==> src/rtl/bsdo_pkg.sv <==
package bsdo_pkg;

  localparam int DEPTH_DEF     = 16;
  localparam int MSG_BYTES_DEF = 8;

  localparam int PAYLOAD_W = 64;
  localparam int LEN_W     = 4;
  localparam int FILL_W    = 5;
  localparam int LIMIT_W   = 6;
  localparam int CFG_IDX_W = 2;
  localparam int CFG_DAT_W = 6;

  localparam logic [1:0] CMD_PUSH = 2'd0;
  localparam logic [1:0] CMD_POP  = 2'd1;
  localparam logic [1:0] CMD_PEEK = 2'd2;

  localparam logic [2:0] STS_OK       = 3'd0;
  localparam logic [2:0] STS_EMPTY    = 3'd1;
  localparam logic [2:0] STS_DISABLED = 3'd2;
  localparam logic [2:0] STS_FULL     = 3'd3;
  localparam logic [2:0] STS_TOO_LONG = 3'd4;

  localparam logic [CFG_IDX_W-1:0] CFG_LIMIT   = 2'd0;
  localparam logic [CFG_IDX_W-1:0] CFG_MAX_LEN = 2'd1;

  typedef struct packed {
    logic [1:0]           cmd;
    logic [PAYLOAD_W-1:0] payload;
    logic [LEN_W-1:0]     msg_bytes;
  } in_item_t;

  typedef struct packed {
    logic [2:0]           status;
    logic                 dropped;
    logic [PAYLOAD_W-1:0] out_payload;
    logic [LEN_W-1:0]     out_bytes;
    logic [FILL_W-1:0]    fill;
  } result_t;

endpackage

==> src/rtl/bounded_stack_drop_oldest.sv <==
// Bounded LIFO message store with drop-oldest overwrite.
// Requests arrive on item (push, pop newest, peek newest) and are taken at a
// rising edge where start is high and busy is low; busy then stays high until
// the item is finished. Exactly one result per item appears on result for one
// cycle, marked by done; the receiver cannot stall, so results never wait.
// After the accepting edge an item passes through ST_EXEC, where push,
// empty pop/peek and unused commands finish; pop/peek of a held entry also
// pass through ST_READ for the synchronous memory read. A new item may be
// started in the cycle that shows done, but no new item is taken while an
// earlier one is still in progress (busy holds it off).
// Configuration (limit, max_len) is written on cfg_valid/cfg_ready/cfg_index/
// cfg_data, always ready; write it only while the block is idle.
// Reset (rst, synchronous) empties the store, sets limit to no limit and
// max_len to the full message size. Entry memory contents are not cleared:
// only slots that a push wrote are ever read back.
module bounded_stack_drop_oldest
  import bsdo_pkg::*;
#(
  parameter int DEPTH     = DEPTH_DEF,
  parameter int MSG_BYTES = MSG_BYTES_DEF
) (
  input  logic                 clk,
  input  logic                 rst,
  input  logic                 start,
  output logic                 busy,
  input  in_item_t             item,
  output logic                 done,
  output result_t              result,
  input  logic                 cfg_valid,
  output logic                 cfg_ready,
  input  logic [CFG_IDX_W-1:0] cfg_index,
  input  logic [CFG_DAT_W-1:0] cfg_data
);

  localparam int DATA_W  = 8 * MSG_BYTES;
  localparam int ENTRY_W = DATA_W + LEN_W;
  localparam int IDX_W   = $clog2(DEPTH);
  localparam int CNT_W   = $clog2(DEPTH + 1);
  localparam int CMP_W   = (CNT_W > LIMIT_W) ? CNT_W : LIMIT_W;

  typedef enum logic [2:0] {
    ST_IDLE = 3'b001,
    ST_EXEC = 3'b010,
    ST_READ = 3'b100
  } state_t;

  state_t state, state_next;

  // Latched request
  logic [1:0]        cmd_q;
  logic [DATA_W-1:0] data_q;
  logic [LEN_W-1:0]  bytes_q;

  // Configuration
  logic [LIMIT_W-1:0] limit_q;
  logic [LEN_W-1:0]   max_len_q;

  // Stack pointers
  logic [IDX_W-1:0] top, top_next;
  logic [CNT_W-1:0] count, count_next;

  // Entry memory: {length, payload}
  logic [ENTRY_W-1:0] mem [DEPTH];
  logic [ENTRY_W-1:0] rd_q;
  logic               mem_we;
  logic [ENTRY_W-1:0] wr_entry;

  logic    done_next;
  result_t result_next;

  // Push decision terms
  logic             unlimited, disabled, too_long, full_hit, drop;
  logic [CMP_W-1:0] lim_ext, eff_lim;
  logic [DATA_W-1:0] byte_mask;
  logic [IDX_W-1:0]  newest, top_inc;

  assign busy      = (state != ST_IDLE);
  assign cfg_ready = 1'b1;

  // Configuration registers
  always_ff @(posedge clk) begin
    if (rst) begin
      limit_q   <= '1;
      max_len_q <= LEN_W'(MSG_BYTES);
    end else if (cfg_valid && cfg_ready) begin
      unique case (cfg_index)
        CFG_LIMIT:   limit_q   <= cfg_data[LIMIT_W-1:0];
        CFG_MAX_LEN: max_len_q <= cfg_data[LEN_W-1:0];
        default: ;
      endcase
    end
  end

  // Slot arithmetic around the ring
  assign newest  = (top == '0) ? IDX_W'(DEPTH - 1) : top - 1'b1;
  assign top_inc = (top == IDX_W'(DEPTH - 1)) ? '0 : top + 1'b1;

  // Keep only the bytes below the message length
  always_comb begin
    for (int b = 0; b < MSG_BYTES; b++) begin
      byte_mask[8*b +: 8] = (LEN_W'(b) < bytes_q) ? 8'hFF : 8'h00;
    end
  end

  assign unlimited = limit_q[LIMIT_W-1];
  assign disabled  = !unlimited && (limit_q[LIMIT_W-2:0] == '0);
  assign too_long  = (bytes_q > max_len_q) || (bytes_q > LEN_W'(MSG_BYTES));
  assign full_hit  = unlimited && (count >= CNT_W'(DEPTH));
  assign lim_ext   = CMP_W'(limit_q[LIMIT_W-2:0]);
  // A limit above the depth acts as the depth
  assign eff_lim   = (lim_ext > CMP_W'(DEPTH)) ? CMP_W'(DEPTH) : lim_ext;
  assign drop      = !unlimited && (CMP_W'(count) >= eff_lim) && (count != '0);
  assign wr_entry  = {bytes_q, data_q & byte_mask};

  always_comb begin
    state_next  = state;
    top_next    = top;
    count_next  = count;
    mem_we      = 1'b0;
    done_next   = 1'b0;
    result_next = '0;
    unique case (state)
      ST_IDLE: begin
        if (start) state_next = ST_EXEC;
      end
      ST_EXEC: begin
        state_next       = ST_IDLE;
        done_next        = 1'b1;
        result_next.fill = FILL_W'(count);
        unique case (cmd_q) inside
          CMD_PUSH: begin
            if (disabled) begin
              result_next.status = STS_DISABLED;
            end else if (too_long) begin
              result_next.status = STS_TOO_LONG;
            end else if (full_hit) begin
              result_next.status = STS_FULL;
            end else begin
              // Dropping the oldest just releases its slot: count holds
              mem_we              = 1'b1;
              top_next            = top_inc;
              count_next          = drop ? count : count + 1'b1;
              result_next.dropped = drop;
              result_next.fill    = FILL_W'(count_next);
            end
          end
          CMD_POP, CMD_PEEK: begin
            if (count == '0) begin
              result_next.status = STS_EMPTY;
            end else begin
              // Memory read of the newest slot lands next cycle
              state_next = ST_READ;
              done_next  = 1'b0;
            end
          end
          default: ;
        endcase
      end
      ST_READ: begin
        state_next              = ST_IDLE;
        done_next               = 1'b1;
        result_next.out_payload = PAYLOAD_W'(rd_q[DATA_W-1:0]);
        result_next.out_bytes   = rd_q[ENTRY_W-1 -: LEN_W];
        if (cmd_q == CMD_POP) begin
          top_next   = newest;
          count_next = count - 1'b1;
        end
        result_next.fill = FILL_W'(count_next);
      end
      default: state_next = ST_IDLE;
    endcase
  end

  // Control registers
  always_ff @(posedge clk) begin
    if (rst) begin
      state <= ST_IDLE;
      top   <= '0;
      count <= '0;
      done  <= 1'b0;
    end else begin
      state <= state_next;
      top   <= top_next;
      count <= count_next;
      done  <= done_next;
    end
  end

  // Request and result payload
  always_ff @(posedge clk) begin
    if (start && !busy) begin
      cmd_q   <= item.cmd;
      data_q  <= item.payload[DATA_W-1:0];
      bytes_q <= item.msg_bytes;
    end
    result <= result_next;
  end

  // Entry memory: one write port at top, registered read of the newest slot
  always_ff @(posedge clk) begin
    if (mem_we) mem[top] <= wr_entry;
    rd_q <= mem[newest];
  end

endmodule

==> config.mk <==
export PLATFORM = sky130hd
export DESIGN_NAME = bounded_stack_drop_oldest
export DESIGN_NICKNAME = d
export VERILOG_FILES = /design/src/rtl/bsdo_pkg.sv /design/src/rtl/bounded_stack_drop_oldest.sv
export SDC_FILE = /design/constraint.sdc
export NUM_CORES = 1
export LEC_CHECK = 0
export BUFFER_PORTS_ARGS = -buffer_cell sky130_fd_sc_hd__clkbuf_2
export CORE_MARGIN = 2
export CORE_UTILIZATION = 25
export DETAILED_ROUTE_END_ITERATION = 10
export PLACE_DENSITY_LB_ADDON = 0.15
export RECOVER_POWER = 25
export SYNTH_ARGS = -nofsm -noshare
export SYNTH_HDL_FRONTEND = slang
export SYNTH_SLANG_ARGS = --single-unit
export TNS_END_PERCENT = 1
==> constraint.sdc <==
create_clock -name clk -period 13 [get_ports clk]
set_input_delay 1.3 -clock clk [delete_from_list [all_inputs] [get_ports clk]]
set_output_delay 1.3 -clock clk [all_outputs]
set_load 0.03 [all_outputs]
# ---- Yosys cells after proc, flatten, opt, wreduce, memory -nomap -nowiden
# Memory sizes are Yosys's and may differ from the RTL's. A register that Yosys moved wholly into a read port is not among the register bits.
# Cells that the tools add are included.
dict set report word_totals {
  reg_bits 170
  word_cells 113
  input_bits 82
  n_memories 1
  out_inout_bits 80
  ramBits 1088
}
# name depth word_bits read_ports rd_clocked_by_memory_dff write_ports line
set memory_table {}
lappend memory_table {mem 16 68 1 1 1 bounded_stack_drop_oldest.sv:63} ;# logic [ENTRY_W-1:0] mem [DEPTH];
dict set report op_classes {
  mux 44
  n_lt_le_gt_ge 13
  n_eq_ne 14
  bitwise_logic 3
  add_sub_neg 4
  reduce_logical 20
}
# operator count
set ops {}
lappend ops {{$and A64 B64 Y64} 1}
lappend ops {{$mux W8} 8}
lappend ops {{$mux W5} 7}
lappend ops {{$mux W4} 7}
lappend ops {{$pmux W5 S2} 2}
lappend ops {{$lt A3 B4 Y1 const A} 4}
lappend ops {{$mux W3} 5}
lappend ops {{$ne A2 B2 Y1 const B} 6}
lappend ops {{$pmux W3 S2} 2}
lappend ops {{$logic_not A5 Y1} 2}
lappend ops {{$mux W1} 10}
lappend ops {{$lt A1 B4 Y1 const A} 2}
lappend ops {{$lt A2 B4 Y1 const A} 2}
lappend ops {{$pmux W4 S2} 1}
lappend ops {{$reduce_and A6 Y1} 1}
lappend ops {{$add A5 B1 Y5 const B} 1}
lappend ops {{$ge A5 B5 Y1} 1}
lappend ops {{$ge A5 B5 Y1 const B} 1}
lappend ops {{$gt A5 B5 Y1 const B} 1}
lappend ops {{$logic_and A1 B1 Y1} 5}
lappend ops {{$reduce_bool A5 Y1} 1}
lappend ops {{$reduce_or A5 Y1} 1}
lappend ops {{$sub A5 B1 Y5 const B} 1}
lappend ops {{$add A4 B1 Y4 const B} 1}
lappend ops {{20 further kinds} 25}

# ---- Logic depth before layout (Yosys ltp)
dict set report depth {
  ltp_word 11
  ltp_mapped 10
  depth_no_buf 9
}

# ---- Worst setup path after synthesis
# No wires, ideal clock.
dict set report synth_path {
  path_type {register to register}
  startpoint {reg bytes_q[2]}
  endpoint {mem mem[3][0] in the netlist's numbering (enable)}
  path_buffers 1
  t_required_ns 12.422
  setup_time_ns 0.578
  t_arrival_ns 6.643
  period_less_slack_ns 7.220
  stages_incl_launch_ff 9
  path_slack_ns 5.780
  cell_sequence {edfxtp_1 > ha_1 > o21a_1 > o21a_1 > a211oi_2 > and2_1 > buf_2 > nand2_1 > nor3_1}
}
dict set report synth_via {
  elab_chain_cells 8
  elab_cells_between_ends 9
  cone_classes {order compare (2); mux (6); reduce/logical (1)}
}
# element line
set synth_lines {}
lappend synth_lines {{from (decl)} bounded_stack_drop_oldest.sv:52} ;# logic [LEN_W-1:0] bytes_q;
lappend synth_lines {{from (signal assigned)} bounded_stack_drop_oldest.sv:194} ;# bytes_q <= item.msg_bytes;
lappend synth_lines {{$gt A4 B4 Y1} bounded_stack_drop_oldest.sv:107} ;# assign too_long = (bytes_q > max_len_q) || (bytes_q > LEN_W'(MSG_BYTES));
lappend synth_lines {{$logic_or A1 B1 Y1 (*)} bounded_stack_drop_oldest.sv:107}
lappend synth_lines {{$mux W1 (*)} bounded_stack_drop_oldest.sv:134} ;# end else if (too_long) begin
lappend synth_lines {{$mux W1 (*)} bounded_stack_drop_oldest.sv:132} ;# if (disabled) begin
lappend synth_lines {{$mux W1 (*)} bounded_stack_drop_oldest.sv:130} ;# unique case (cmd_q) inside
lappend synth_lines {{$mux W1 (*)} bounded_stack_drop_oldest.sv:122} ;# unique case (state)
lappend synth_lines {{$mux W1 (*)} bounded_stack_drop_oldest.sv:201} ;# if (mem_we) mem[top] <= wr_entry;
lappend synth_lines {{$mux W1 (not written as such) (*)} bounded_stack_drop_oldest.sv:201}
lappend synth_lines {{to (decl)} bounded_stack_drop_oldest.sv:63}
# Every way passes the cells marked *; elsewhere a longest branch is shown, timed or not.

==> impl_results.md <==
- Hold Crit Class: flip-flop to flip-flop
- Mean post-synth cell area: 20.9 µm²
- WP data arrival: 7.14 ns
- Layout cells sized above 1: 25.5%
- Setup TNS: 0 ns
- CTS tree: yes
- Final setup viols: 0
- Clock Skews: 0.0261 ns
- CTS Sinks: 1326
- Fmax: 154 MHz
- Via count: 23200
- Placed cells: 5075
- Reg2reg setup slack: 6.53 ns
- Fin crit share: 49.8%
- Status: finished, violations left
- Critical path class: flip-flop to flip-flop
- Worst-path maximum fanout: 45
- Site Rows: 162
- Ports: 162
- Final Critical Period: 6.47 ns
- Static Leakage: 18.4 nW
- CP Capture Point: result[0]$_DFF_P_
- First-pass DRT Iterations: 7
- Non-Filler Instances: 5362
- Mapped Nets: 2462
- RD Place Congestion: 0.722
- Fin. Hold Viols: 0
- Fin. max-slew vios: 200
- Final wirelength: 127000 µm
- RSZ-0062 raised after global routing: no
- Root buf cell: clkbuf_16
- First-pass GRT wire length: 183000 µm
- Relative slew slack: -128%
- Setup repair bufs after CTS: 0
- Antenna violations before repair: 7
- Mapped cell area: 49200 µm²
- Clock Latency Late Sink: 0.78 ns
- CP startpoint kind: flip-flop
- Critical R2R Capture: result[0]$_DFF_P_
- Util after Layout: 29.8%
- Post-CTS resize count: 0
- Max IR drop VDD: 0.140 mV
- Drt initial violations: 1955
- Register bit count reported by yosys: 1326
- Final #Nets: 2707
- Area delta synth->final: 18.0%
- TritonCTS buffer count: 152
- Crit end category: flip-flop
- Fraction of registers with async set/reset: 0%
- Pin count of the biggest net entering global routing: 128
- P per Cell Area: 159 nW/µm²
- Worst Tran Pin Value: 3.42 ns
- Failing checks: capacitance limit, slew limit
- Core outline area: 195000 µm²
- CTS H-tree lvls: 4
- DR DRC count: 0
- Gr usage total: 12.7%
- Synth Instances: 2360
- Buffers on Ports: 160
- R2R depth: 6
- Netlist cell types: 52
- Post-CTS Hold Fix Bufs: 0
- Tot Pwr: 9.25 mW
- Crit path launch: state[2]$_SDFFE_PP0P_
- Cell taking the most area after synthesis: edfxtp_1
- Warnings, synthesis: 0
- Critical Path RT: 13.67 ns
- Top cells by area, synth: edfxtp_1 71%, mux4_2 12%, dfxtp_1 6.8%
- Seq/Total Area, Yosys: 77.5%
- DPL Wire Length: 70800 µm
- DR vias/cell: 4.33
- CTS max path bufs: 3
- Average wire per standard cell: 23.8 µm
- RR Startpoint: state[2]$_SDFFE_PP0P_
- Total Die Area: 200000 µm²
- Total gr overflow: 0
- Starting density of the core: 25.2%
- Antenna viol nets, final: 0
- Die Ht: 448 µm
- Die width: 448 µm
- # Max-Cap Violations: 6
- Synth top area share: 70.7%
- Clock transition at path regs: 0.06 ns
- Vias in the first global route: 25000
- EDFF count, synth: 1158
- Filler cells: 19000
- Top_reg_cell synth: edfxtp_1
-- through the flow --
step / hold slack (ns) / area (µm²) / setup slack [ns]
floorplan: 0.406 / 49200 / 5.78
global placement: 0.415 / 53200 / 8.12
detailed placement: 0.414 / 53200 / 8.06
CTS: 0.426 / 58200 / 8.03
global route: 0.447 / 58100 / 5.80
finish: 0.426 / 58100 / 6.53
-- where the power goes --
| part | switching [mW] | internal (mW) |
|---|---|---|
| clock network | 1.75 | 2.49 |
| registers | 0.0317 | 4.70 |
| logic | 0.205 | 0.0615 |
| total | 1.99 | 7.26 |
-- area by class of cell --
type,instances,area [µm²],share of cell area (%)
Sequential cell,1326,38100,65.6
Multi-Input combinational cell,899,10500,18.0
Clock buffer,212,4240,7.29
Tap cell,2624,3280,5.65
Timing Repair Buffer,209,1140,1.97
Clock inverter,72,748,1.29
Inverter,17,65.1,0.112
Antenna cell,3,7.51,0.0129
-- cells by family (layout without fill, tap and decap cells) --
logic type	Yosys count	count (layout)	synth area share, %
AO/OA/AOI/OAI	205	205	2.70
multiplexers	344	344	13.9
AND/OR/NAND/NOR	328	328	3.83
buffers and inverters	135	510	1.53
flip-flops	1326	1326	77.5
other	1	4	0.00762
XOR/XNOR	1	1	0.0178
adder cells (fa/ha/maj)	20	20	0.508
-- critical path, cell delays in order (launching register included) --
cell      delay, ns
dfxtp_1        0.38
nor3b_1        0.21
clkbuf_1       1.85
clkbuf_1       2.25
nand2_1        0.89
and3_1         0.47
a21oi_1        0.25
-- registers in the layout, summed over array words and instances, names as in the netlist, 3 cells and up --
name and cells:
limit_q 6, bytes_q 4, state 3, rd_q 68, top 4, data_q 64, max_len_q 4, count 5
mem 1088, result 77
-- layout by cell type (no fill, tap or decap), types with 32 or more instances in the layout --
master     netlist  layout
buf_4           19      32
a211oi_1        71      70
and2_0           0      56
nor2b_1        125     124
a21oi_1         84      84
edfxtp_1      1158    1158
clkbuf_1        63      75
clkbuf_2         0     139
mux2i_1         72      72
dfxtp_1        168     168
mux4_2         272     272
clkbuf_16        0     154
-- routing by layer --
metal	up-vias	global-route usage [%]	share of wire (%)
met4	0	3.65	2.2
met2	547	20.7	48
met3	184	2.29	4.5
li1	10100	-	-
met1	12400	17.4	45
met5	-	0	0
-- worst min-delay path by stage --
stage	from	to	slack, ns	depth (start not counted)
after floorplan	rd_q[1]$_DFF_P_	result[10]$_SDFF_PN0_	0.41	1
final	rd_q[56]$_DFF_P_	result[65]$_SDFF_PN0_	0.43	1
after detailed placement	rd_q[29]$_DFF_P_	result[38]$_SDFF_PN0_	0.41	1
after CTS	rd_q[56]$_DFF_P_	result[65]$_SDFF_PN0_	0.43	1
after global routing	rd_q[65]$_DFF_P_	result[6]$_SDFF_PN0_	0.45	1
after global placement	rd_q[65]$_DFF_P_	result[6]$_SDFF_PN0_	0.42	1
-- cell usage after synthesis, types with 3 or more instances --
cell type     n
nor3b_1       3
a21oi_1      84
buf_6        21
a21o_1        4
o21ai_0      11
nor2_1       38
and2_1       86
a31oi_1       5
mux2i_1      72
ha_1         20
o21a_1        4
or3_1         3
buf_4        19
a211o_1       6
and3_1        7
clkbuf_1     63
inv_1        17
nand4_1       4
mux4_2      272
nor2b_1     125
dfxtp_1     168
a211oi_1     71
nand2_1      26
buf_2        14
nor3_1       12
edfxtp_1   1158
nand3_1      12
o211ai_1      3
Power figures use the tool's default switching activity.
